$ cat src/rtl/rdr_pkg.sv
package rdr_pkg;

	// Operands are taken from the low OPW bits of each 32-bit field as two's complement.
	localparam int OPW = 32;
	localparam int FW = 32;

	// Width of a product magnitude and of the operands and results of the gcd and divide engine.
	localparam int PW = 2 * OPW - 1;
	localparam int SW = PW + 1;
	localparam int CW = $clog2(PW);

	localparam int RES_NUM_W = 64;
	localparam int RES_DEN_W = 63;
	localparam int S_DATA_W = 4 * FW;
	localparam int M_DATA_W = ((RES_NUM_W + RES_DEN_W + 7) / 8) * 8;
	localparam int M_PAD_W = M_DATA_W - RES_NUM_W - RES_DEN_W;

	localparam logic FN_REDUCE = 1'b0;
	localparam logic FN_DIVIDE = 1'b1;

	typedef enum logic [1:0] {
		ST_OK       = 2'd0,
		ST_ZERO_DEN = 2'd1,
		ST_DIV_ZERO = 2'd2
	} status_t;

	typedef enum logic [2:0] {
		S_IDLE,
		S_MUL_N,
		S_MUL_D,
		S_CHECK,
		S_RUN,
		S_OUT
	} top_state_t;

	typedef enum logic [1:0] {
		E_IDLE,
		E_GCD,
		E_DIVN,
		E_DIVD
	} eng_state_t;

endpackage

$ cat src/rtl/rdr_engine.sv
module rdr_engine (
	input  logic                  clk,
	input  logic                  arst_n,
	input  logic                  start,
	input  logic [rdr_pkg::PW-1:0] nm,
	input  logic [rdr_pkg::PW-1:0] dm,
	output logic                  done,
	output logic [rdr_pkg::PW-1:0] rn,
	output logic [rdr_pkg::PW-1:0] rd
);
	import rdr_pkg::*;

	eng_state_t    state_q, state_d;
	logic [PW-1:0] u_q, u_d, v_q, v_d;
	logic [PW-1:0] nm_q, nm_d, dm_q, dm_d;
	logic [PW-1:0] rem_q, rem_d, dq_q, dq_d;
	logic [PW-1:0] rn_q, rn_d, rd_q, rd_d;
	logic [CW-1:0] cnt_q, cnt_d;
	logic          done_q, done_d;

	// The one shared subtractor: u - v during the gcd, trial remainder - g while dividing.
	logic [SW-1:0] sub_a, sub_b;
	logic [SW:0]   diff;
	logic          borrow;
	logic [PW-1:0] step_rem, step_dq;

	always_ff @(posedge clk or negedge arst_n) begin
		if (!arst_n) begin
			state_q <= E_IDLE;
			done_q  <= 1'b0;
		end else begin
			state_q <= state_d;
			done_q  <= done_d;
		end
	end

	always_ff @(posedge clk) begin
		u_q   <= u_d;
		v_q   <= v_d;
		nm_q  <= nm_d;
		dm_q  <= dm_d;
		rem_q <= rem_d;
		dq_q  <= dq_d;
		cnt_q <= cnt_d;
		rn_q  <= rn_d;
		rd_q  <= rd_d;
	end

	always_comb begin
		if (state_q == E_DIVN || state_q == E_DIVD) begin
			sub_a = {rem_q, dq_q[PW-1]};
			sub_b = {1'b0, u_q};
		end else begin
			sub_a = {1'b0, u_q};
			sub_b = {1'b0, v_q};
		end
		diff   = {1'b0, sub_a} - {1'b0, sub_b};
		borrow = diff[SW];

		// One restoring division step: the quotient bit enters where the dividend leaves.
		if (!borrow) begin
			step_rem = diff[PW-1:0];
			step_dq  = {dq_q[PW-2:0], 1'b1};
		end else begin
			step_rem = sub_a[PW-1:0];
			step_dq  = {dq_q[PW-2:0], 1'b0};
		end

		state_d = state_q;
		u_d     = u_q;
		v_d     = v_q;
		nm_d    = nm_q;
		dm_d    = dm_q;
		rem_d   = rem_q;
		dq_d    = dq_q;
		cnt_d   = cnt_q;
		rn_d    = rn_q;
		rd_d    = rd_q;
		done_d  = 1'b0;

		unique case (state_q)
			E_IDLE: begin
				if (start) begin
					u_d     = nm;
					v_d     = dm;
					nm_d    = nm;
					dm_d    = dm;
					state_d = E_GCD;
				end
			end
			E_GCD: begin
				if (!u_q[0] && !v_q[0]) begin
					// A common factor of two leaves the fraction as well, so the
					// gcd never has to be shifted back up.
					u_d  = u_q >> 1;
					v_d  = v_q >> 1;
					nm_d = nm_q >> 1;
					dm_d = dm_q >> 1;
				end else if (!u_q[0]) begin
					u_d = u_q >> 1;
				end else if (!v_q[0]) begin
					v_d = v_q >> 1;
				end else if (diff == '0) begin
					rem_d   = '0;
					dq_d    = nm_q;
					cnt_d   = CW'(PW - 1);
					state_d = E_DIVN;
				end else if (borrow) begin
					u_d = v_q;
					v_d = u_q;
				end else begin
					u_d = diff[PW:1];
				end
			end
			E_DIVN: begin
				rem_d = step_rem;
				dq_d  = step_dq;
				cnt_d = cnt_q - 1'b1;
				if (cnt_q == '0) begin
					rn_d    = step_dq;
					rem_d   = '0;
					dq_d    = dm_q;
					cnt_d   = CW'(PW - 1);
					state_d = E_DIVD;
				end
			end
			E_DIVD: begin
				rem_d = step_rem;
				dq_d  = step_dq;
				cnt_d = cnt_q - 1'b1;
				if (cnt_q == '0) begin
					rd_d    = step_dq;
					done_d  = 1'b1;
					state_d = E_IDLE;
				end
			end
			default: state_d = E_IDLE;
		endcase
	end

	assign done = done_q;
	assign rn   = rn_q;
	assign rd   = rd_q;

endmodule

$ cat src/rtl/rational_divide_reduce_unit.sv
// Rational reduce and divide. Each input beat carries an operation in s_tuser (reduce
// a_num/a_den, or divide a_num/a_den by b_num/b_den) and the output beat carries one
// fraction in lowest terms with a positive denominator and the sign on the numerator,
// plus a status: ok, zero denominator (result 0/1) or divide by zero (result 1/1, which
// is checked before anything else). A zero numerator gives 0/1 with ok status. One item
// is in flight at a time and s_tready is high only while the unit is idle. A normal
// item is accepted, forms its two products on the shared 32x32 multiplier, passes a
// check state, runs a binary gcd on one shared subtractor (each step strips a factor of
// two, swaps, or subtracts, and the length depends on the bit lengths of the two
// products), then two restoring divisions of PW = 63 quotient bits each on the same
// subtractor, and goes through the output state to the output register. Zero and
// error cases skip the gcd engine. A finished result sits in the output register, so
// the next beat is accepted while it waits for m_tready.
module rational_divide_reduce_unit (
	input  logic                          clk,
	input  logic                          arst_n,
	input  logic                          s_tvalid,
	output logic                          s_tready,
	// a_num, a_den, b_num, b_den from the lowest bit up, 32 bits each
	input  logic [rdr_pkg::S_DATA_W-1:0]  s_tdata,
	// func
	input  logic [0:0]                    s_tuser,
	output logic                          m_tvalid,
	input  logic                          m_tready,
	// res_num (64 bits), res_den (63 bits), then one zero pad bit, from the lowest bit up
	output logic [rdr_pkg::M_DATA_W-1:0]  m_tdata,
	// status
	output logic [1:0]                    m_tuser
);
	import rdr_pkg::*;

	function automatic logic [OPW-1:0] mag_of(input logic [OPW-1:0] x);
		mag_of = x[OPW-1] ? (~x + 1'b1) : x;
	endfunction

	top_state_t       state_q, state_d;

	// Operand fields, cut down to their low OPW bits.
	logic [OPW-1:0]   an_in, ad_in, bn_in, bd_in;
	logic             divz_in, neg_in, accept;

	logic             func_q, neg_q, divz_q;
	logic [OPW-1:0]   man_q, mad_q, mbn_q, mbd_q;
	logic [PW-1:0]    nm_q, dm_q;

	logic [OPW-1:0]   mul_a, mul_b;
	logic [2*OPW-1:0] prod;

	logic             eng_start, eng_done;
	logic [PW-1:0]    eng_rn, eng_rd;

	logic                 load_out;
	logic [RES_NUM_W-1:0] res_num;
	logic [RES_DEN_W-1:0] res_den;
	status_t              res_status;

	logic                 m_tvalid_q;
	logic [M_DATA_W-1:0]  m_tdata_q;
	logic [1:0]           m_tuser_q;

	assign an_in = s_tdata[OPW-1:0];
	assign ad_in = s_tdata[FW+OPW-1:FW];
	assign bn_in = s_tdata[2*FW+OPW-1:2*FW];
	assign bd_in = s_tdata[3*FW+OPW-1:3*FW];

	// Divide by a zero fraction is decided from the divisor numerator alone.
	assign divz_in = (s_tuser[0] == FN_DIVIDE) && (bn_in == '0);

	// The sign of the quotient is the parity of the four operand signs.
	assign neg_in = (s_tuser[0] == FN_DIVIDE) ?
		(an_in[OPW-1] ^ ad_in[OPW-1] ^ bn_in[OPW-1] ^ bd_in[OPW-1]) :
		(an_in[OPW-1] ^ ad_in[OPW-1]);

	assign s_tready = (state_q == S_IDLE);
	assign accept   = s_tvalid && s_tready;

	always_ff @(posedge clk) begin
		if (accept) begin
			func_q <= s_tuser[0];
			neg_q  <= neg_in;
			divz_q <= divz_in;
			man_q  <= mag_of(an_in);
			mad_q  <= mag_of(ad_in);
			mbn_q  <= mag_of(bn_in);
			mbd_q  <= mag_of(bd_in);
		end
	end

	// One multiplier forms both magnitudes. Reduce multiplies by one, so both
	// operations hand the gcd engine the same kind of numerator and denominator.
	always_comb begin
		mul_a = (state_q == S_MUL_D) ? mad_q : man_q;
		if (func_q == FN_DIVIDE) begin
			mul_b = (state_q == S_MUL_D) ? mbn_q : mbd_q;
		end else begin
			mul_b = OPW'(1);
		end
		prod = mul_a * mul_b;
	end

	always_ff @(posedge clk) begin
		if (state_q == S_MUL_N) begin
			nm_q <= prod[PW-1:0];
		end
		if (state_q == S_MUL_D) begin
			dm_q <= prod[PW-1:0];
		end
	end

	always_ff @(posedge clk or negedge arst_n) begin
		if (!arst_n) begin
			state_q <= S_IDLE;
		end else begin
			state_q <= state_d;
		end
	end

	always_comb begin
		state_d   = state_q;
		eng_start = 1'b0;
		load_out  = 1'b0;
		unique case (state_q)
			S_IDLE: begin
				if (s_tvalid) begin
					state_d = divz_in ? S_OUT : S_MUL_N;
				end
			end
			S_MUL_N: state_d = S_MUL_D;
			S_MUL_D: state_d = S_CHECK;
			S_CHECK: begin
				if (dm_q == '0 || nm_q == '0) begin
					state_d = S_OUT;
				end else begin
					eng_start = 1'b1;
					state_d   = S_RUN;
				end
			end
			S_RUN: begin
				if (eng_done) begin
					state_d = S_OUT;
				end
			end
			S_OUT: begin
				// Wait here only while an earlier result has not been taken.
				if (!m_tvalid_q || m_tready) begin
					load_out = 1'b1;
					state_d  = S_IDLE;
				end
			end
			default: state_d = S_IDLE;
		endcase
	end

	rdr_engine u_engine (
		.clk    (clk),
		.arst_n (arst_n),
		.start  (eng_start),
		.nm     (nm_q),
		.dm     (dm_q),
		.done   (eng_done),
		.rn     (eng_rn),
		.rd     (eng_rd)
	);

	// Result selection in order of precedence: divide by zero, zero denominator,
	// zero numerator, then the reduced fraction.
	always_comb begin
		if (divz_q) begin
			res_num    = RES_NUM_W'(1);
			res_den    = RES_DEN_W'(1);
			res_status = ST_DIV_ZERO;
		end else if (dm_q == '0) begin
			res_num    = '0;
			res_den    = RES_DEN_W'(1);
			res_status = ST_ZERO_DEN;
		end else if (nm_q == '0) begin
			res_num    = '0;
			res_den    = RES_DEN_W'(1);
			res_status = ST_OK;
		end else begin
			res_num    = neg_q ? (~RES_NUM_W'(eng_rn) + 1'b1) : RES_NUM_W'(eng_rn);
			res_den    = RES_DEN_W'(eng_rd);
			res_status = ST_OK;
		end
	end

	always_ff @(posedge clk or negedge arst_n) begin
		if (!arst_n) begin
			m_tvalid_q <= 1'b0;
		end else if (load_out) begin
			m_tvalid_q <= 1'b1;
		end else if (m_tready) begin
			m_tvalid_q <= 1'b0;
		end
	end

	always_ff @(posedge clk) begin
		if (load_out) begin
			m_tdata_q <= {{M_PAD_W{1'b0}}, res_den, res_num};
			m_tuser_q <= res_status;
		end
	end

	assign m_tvalid = m_tvalid_q;
	assign m_tdata  = m_tdata_q;
	assign m_tuser  = m_tuser_q;

endmodule

$ cat config.mk
export PLATFORM = sky130hd
export DESIGN_NAME = rational_divide_reduce_unit
export DESIGN_NICKNAME = d
export VERILOG_FILES = /design/src/rtl/rdr_pkg.sv /design/src/rtl/rdr_engine.sv /design/src/rtl/rational_divide_reduce_unit.sv
export SDC_FILE = /design/constraint.sdc
export NUM_CORES = 2
export LEC_CHECK = 0
export ABC_AREA = 1
export ABC_CLOCK_PERIOD_IN_PS = 27000
export BUFFER_PORTS_ARGS = -buffer_cell sky130_fd_sc_hd__buf_4
export CAP_MARGIN = 15
export CORE_AREA = 2 2 449 451
export CTS_BUF_LIST = sky130_fd_sc_hd__clkbuf_8
export DETAILED_ROUTE_END_ITERATION = 12
export DIE_AREA = 0 0 451 453
export GPL_TIMING_DRIVEN = 1
export PLACE_DENSITY_LB_ADDON = 0.25
export SYNTH_ARGS = -nofsm -noshare
export SYNTH_HDL_FRONTEND = slang
export SYNTH_SLANG_ARGS = --single-unit
$ cat constraint.sdc
create_clock -name clk -period 27 [get_ports clk]
set_input_delay 2.7 -clock clk [delete_from_list [all_inputs] [get_ports clk]]
set_output_delay 2.7 -clock clk [all_outputs]
set_load 0.02 [all_outputs]
; Word-level counts from Yosys, hierarchy flattened
; Cells that the tools add are included.
[word_totals]
register_bits = 903
in_bits = 133
output_inout_bits = 132
wordCells = 178
[classes]
n_addsub = 7
n_mul = 1
eq_ne = 24
mux = 74
bitwise_logic = 9
n_reduce_logical = 31
[op_table]
columns = op, count
row1 = 63-bit 2-to-1 mux, 27
row2 = 63-bit case mux with 2 select lines, 4
row3 = 63-bit case mux with 3 select lines, 2
row4 = "32-bit by 1-bit adder with 32-bit output, second input constant", 4
row5 = 32-bit NOT, 4
row6 = 63-bit zero test, 2
row7 = 31-bit 2-to-1 mux, 4
row8 = 32-bit 2-to-1 mux, 3
row9 = 65-bit zero test, 1
row10 = 64-bit by 63-bit subtractor with 65-bit output, 1
row11 = "64-bit by 1-bit adder with 64-bit output, second input constant", 1
row12 = 64-bit 2-to-1 mux, 1
row13 = 63-bit NOT with 64-bit output, 1
row14 = 32-bit by 32-bit multiplier with 63-bit output, 1
row15 = 32-bit zero test, 1
row16 = 6-bit 2-to-1 mux, 5
row17 = 3-bit case mux with 6 select lines, 1
row18 = 6-bit case mux with 3 select lines, 1
row19 = "4-bit inequality test, second input constant", 4
row20 = 1-bit 2-to-1 mux, 14
row21 = 2-bit 2-to-1 mux, 7
row22 = 3-bit 2-to-1 mux, 4
row23 = "2-bit inequality test, second input constant", 6
row24 = "2-bit by 1-bit inequality test with 1-bit output, second input constant", 5
row25 = other kinds (25), 42

; Longest topological paths before layout
[depth]
word_depth = 10
depth_mapped = 41
depth_no_buf = 39

; Modules after synthesis
; Synthesis repeated with hierarchy kept, for this count alone.
[hier_totals]
hier_cells = 10136
area_unflattened_um2 = 83641.5
[modules_own_cells]
columns = module, n_inst, cells_per_inst, area_per_inst_um2
row1 = rational_divide_reduce_unit, 1, 6559, 53807.9
row2 = rdr_engine, 1, 3577, 29833.6

; Least setup slack after synthesis
; Ideal clock, no wire load.
[synth_timing]
path_kind = flip-flop to flip-flop
startpoint = reg u_engine.state_q[0]
endpoint = reg u_engine.cnt_q[0], enable pin
setup_ps = 667
arrival_ps = 9808
setup_slack_ps = 16525
stages_incl_launch_ff = 28
n_path_buf = 2
synth_period_minus_slack_ps = 10475
cell_sequence = dfrtp_1 > inv_1 > ha_1 > nor2_2 > clkbuf_1 > clkbuf_1 > nand2_1 > o21ai_0 > ha_1 > inv_1 > fa_1 > nand3_1 > nand2_2 > nand2_1 > nand2_2 > nand2_1 > nand2_1 > nand2_1 > nand2_1 > nand2_1 > nand2_1 > nor2_1 > nand2_1 > nor2_1 > nand3_1 > nor2_1 > nand4_1 > a21oi_1
[synth_between]
elab_chain_len = 7
elab_cells_between_ends = 14
classes_between = add/sub (1) / eq/ne (7) / mux (2) / reduce/logical (4)
[synth_lines]
columns = element, line_no
row1 = from (decl), rdr_engine.sv:13  ; eng_state_t state_q, state_d;
row2 = from (signal assigned), rdr_engine.sv:32  ; state_q <= state_d;
row3 = 2-bit equality test, "rdr_engine.sv:50, rdr_engine.sv:81"
row4 = 1-bit logical OR, rdr_engine.sv:50  ; if (state_q == E_DIVN || state_q == E_DIVD) begin
row5 = 64-bit 2-to-1 mux / 63-bit 2-to-1 mux (equally long branches), rdr_engine.sv:50
row6 = 64-bit by 63-bit subtractor with 65-bit output, rdr_engine.sv:57  ; diff = {1'b0, sub_a} - {1'b0, sub_b};
row7 = 65-bit zero test, rdr_engine.sv:103  ; end else if (diff == '0) begin
row8 = 2-bit by 1-bit inequality test with 1-bit output (no source line), n/a
row9 = 5-bit AND reduction (no source line) (*), n/a
row10 = to (signal assigned), rdr_engine.sv:44  ; cnt_q <= cnt_d;
row11 = to (decl), rdr_engine.sv:18  ; logic [CW-1:0] cnt_q, cnt_d;
; Mark *: on every way between the ends. The rest lies on a longest branch, timed or not.
; A chain may end at the register's enable or synchronous reset.

; Worst setup path in the final report
[layout_timing]
startpoint = reg state_q[2]
endpoint = reg nm_q[46] (data pin)
[layout_between]
elab_chain_len = 4
elab_cells_between_ends = 5
classes_between = mul (1) / eq/ne (1) / mux (3)
[layout_lines]
columns = element, line_no
row1 = from (decl), rational_divide_reduce_unit.sv:36  ; top_state_t state_q, state_d;
row2 = from (signal assigned), rational_divide_reduce_unit.sv:114  ; state_q <= state_d;
row3 = 3-bit by 2-bit equality test with 1-bit output (*), "rational_divide_reduce_unit.sv:92, rational_divide_reduce_unit.sv:94"
row4 = 32-bit 2-to-1 mux, rational_divide_reduce_unit.sv:94  ; mul_b = (state_q == S_MUL_D) ? mbn_q : mbd_q;
row5 = 32-bit 2-to-1 mux, rational_divide_reduce_unit.sv:93  ; if (func_q == FN_DIVIDE) begin
row6 = 32-bit by 32-bit multiplier with 63-bit output (*), rational_divide_reduce_unit.sv:98  ; prod = mul_a * mul_b;
row7 = named net prod[46], rational_divide_reduce_unit.sv:47  ; logic [2*OPW-1:0] prod;
row8 = to (signal assigned), rational_divide_reduce_unit.sv:103  ; nm_q <= prod[PW-1:0];
row9 = to (decl), rational_divide_reduce_unit.sv:44  ; logic [PW-1:0] nm_q, dm_q;
; The timed path passes the listed nets; every way through them passes the cells marked *.

==> flow_summary.toml <==
[status]
status = "finished, final reports clean"

[job]
cap_violations = 0

[drt]
wire_per_inst_um = 22.2
viasPerCell = 5.28
drc = 0
first_pass_iters = 9
drtIter0Drc = 6240
vias = 63712
postRouteAntennaNets = 0
drt-total-wl_mm = 268

[power]
power_frac_comb_pct = 2.1
p_leak_nw = 40.5
p_int_mw = 2.19
p_per_area_nw_per_um2 = 32.6
seqPwrFrac_pct = 53.5
power_frac_clock_pct = 44.4
switching_power_mw = 0.663
switching_share_pct = 23.3
ir_drop_mv = 0.0493

[timing]
rsz0062_at_grt = "no"
period_minus_slack_ns = 11.19
tns_ns = 0
slew_viol_final = 0
finClkSkew_ns = 0.0857
slew_headroom_pct = 18.5
hold_viol = 0
setup_viol = 0
whs_ns = 0.474
fmax_mhz = 89.4
fin_crit_sh_pct = 41.4
tightest_slew_ns = 1.22

[setup_path]
critical_path_class = "reg2reg"
endpoint_kind = "flop"
arrival_ns = 11.80
crit_path_max_fanout = 50
startpoint_type = "flop"
worst_path_largest_cell_delay_ns = 0.95
cp_top_family = "adder cells"
crit_path_top_delay_cell = "o21ai_1"
cpMostUsedCell = "fa_1"
crit_buf_inv = 5
required_ns = 27.61

[final_layout]
final_util_pct = 43.9
area_delta_synth_final_pct = 10.2
layout_commonest_cell = "nand2_1"
seq_area_um2 = 27100
final_cell_mix = "nand2_1 (1992), inv_1 (1884), nor2_1 (1097)"
stdcell_count = 12063
nFillCells = 19639
multi_input_area_um2 = 44200
drive_gt1_share_pct = 7.31
fin_nets = 10634

[logic_synthesis]
ys_seq_elements = 903
yosysWarnings = 0
post_synth.cell_area_avg_um2 = 8.74
ys_types = 63
seq_area_frac_synth_pct = 34.1
synth_edf_count = 896
synthCells = 9083
syn-num-nets = 10444
synth_flop_cell = "edfxtp_1"
synthArstFlopShare_pct = 0.775
synth_area_um2 = 79400

[floorplan]
initial_core_util_pct = 39.9
io_pins = 265
die_w_um = 451
die_y_um = 453
core.rowCount = 164
dieArea_um2 = 204000
core-area_um2 = 199000

[cts]
cts-root-buf = "clkbuf_8"
cts_setup_buffers = 0
clkSlewWorstSetupHoldPaths_ns = 0.06
clock_path_buffers = 3
cts.sinks = 903
clkLatencyLatePin_ns = 0.97
cts_max_level = 4
numCtsBuffers = 159
hold_buffers = 0
cts-resized-gates = 0
cts_tree = "done"

[global_route]
grt_pass1_wl_mm = 405
grt_usage_pct = 26.2
grt_pass1_vias = 65989
grt_max_degree = 133
overflow = 0
grt_antenna_before_repair = 11

[place]
dp_cells = 11767
place.gp.congestion = 0.981
hpwl_mm = 208
portBuffers = 263

[min_path]
hold_path.class = "reg2reg"
synth_stat cells (all sizes together) (49+ instances only):
| cell | number | area share [%] |
|---|---|---|
| ha | 332 | 5.2 |
| nor2 | 1120 | 5.4 |
| nand3 | 128 | 0.83 |
| fa | 896 | 23 |
| a21oi | 244 | 1.5 |
| xor2 | 117 | 1.3 |
| o221ai | 107 | 1.2 |
| nand4 | 49 | 0.40 |
| o21ai | 483 | 3.1 |
| inv | 1850 | 8.7 |
| nand2 | 2004 | 9.5 |
| xnor2 | 89 | 0.98 |
| nor4 | 50 | 0.41 |
| edfxtp | 896 | 34 |
| clkbuf | 283 | 1.3 |
| nor3 | 88 | 0.66 |
| buf | 57 | 0.34 |
metal layers:
layer | vias up | track usage (%) | routed length [µm]
met2 | 2990 | 42.1 | 121000
met5 | - | 0 | 44
li1 | 28787 | - | -
met1 | 31354 | 34.5 | 110000
met3 | 575 | 5.35 | 23800
met4 | 6 | 11.0 | 12600
registers in the layout, indices dropped and copies added (netlist names), 63 cells and up:
name / flops
dm_q: 63
m_tdata: 127
nm_q: 63
u_engine.dm_q: 63
u_engine.dq_q: 63
u_engine.nm_q: 63
u_engine.rd: 63
u_engine.rem_q: 63
u_engine.rn: 63
u_engine.u_q: 63
u_engine.v_q: 63
worst register-to-register path: cells and delay by family (launching register included):
| kind | cells | cell delay (ns) |
|---|---|---|
| AO/OA/AOI/OAI | 7 | 2.50 |
| XOR/XNOR | 1 | 0.53 |
| adder cells (fa/ha/maj) | 9 | 4.11 |
| buffers and inverters | 5 | 1.63 |
| flip-flops | 1 | 0.45 |
| AND/OR/NAND/NOR | 6 | 1.63 |
stage by stage:
stage	worst slack (ns)	instance area (µm²)	total power, mW
after detailed placement	15.86	84400	1.61
final	15.81	87500	2.85
after global placement	15.93	84400	1.61
after floorplan	16.52	79400	1.58
after global routing	15.31	87500	2.94
after CTS	15.75	87500	2.88
cell type report:
cell class | instances | area share, %
multi-input cells | 5972 | 50.4
well taps | 2656 | 3.80
flip-flops and latches | 903 | 30.9
clock inverters | 131 | 1.06
clock buffers | 159 | 2.50
repair buffers | 369 | 3.21
diodes | 5 | 0.0143
inverters | 1868 | 8.02
power by group through the flow:
stage	clock, mW	combinational [mW]	sequential [mW]
3_5_place_dp	0	0.0601	1.55
5_1_grt	1.35	0.0662	1.52
2_1_floorplan	0	0.0278	1.55
4_1_cts	1.30	0.0602	1.52
6_report	1.27	0.0602	1.52
3_3_place_gp	0	0.0591	1.55
final timing paths:
path,from,end,slack [ns],cells after the start
min,u_engine.dq_q[18]$_DFFE_PP_,u_engine.rn[19]$_DFFE_PP_,0.47,0
min in group asynchronous,arst_n,u_engine.done$_DFF_PN0_,1.54,1
max,state_q[2]$_DFFE_PN0P_,nm_q[46]$_DFFE_PP_,15.81,28
max in group asynchronous,arst_n,state_q[1]$_DFFE_PN0P_,25.33,1
min reg2reg,u_engine.dq_q[18]$_DFFE_PP_,u_engine.rn[19]$_DFFE_PP_,0.47,0
max reg2reg,state_q[2]$_DFFE_PN0P_,nm_q[46]$_DFFE_PP_,15.81,28
kinds of logic (layout without fill, tap and decap cells):
kind of cell	Yosys count	after routing	share of synthesized area (%)
xor gates and xnor gates	206	206	2.27
AOI/OAI and AO/OA	1016	1016	7.46
buffers and inverters	2208	2527	10.5
adders and majority gates	1228	1228	27.8
DFF	903	903	34.1
and+or+nand+nor	3521	3521	17.9
other	1	6	0.00472
No activity file was read; power rests on OpenSTA's default activity.
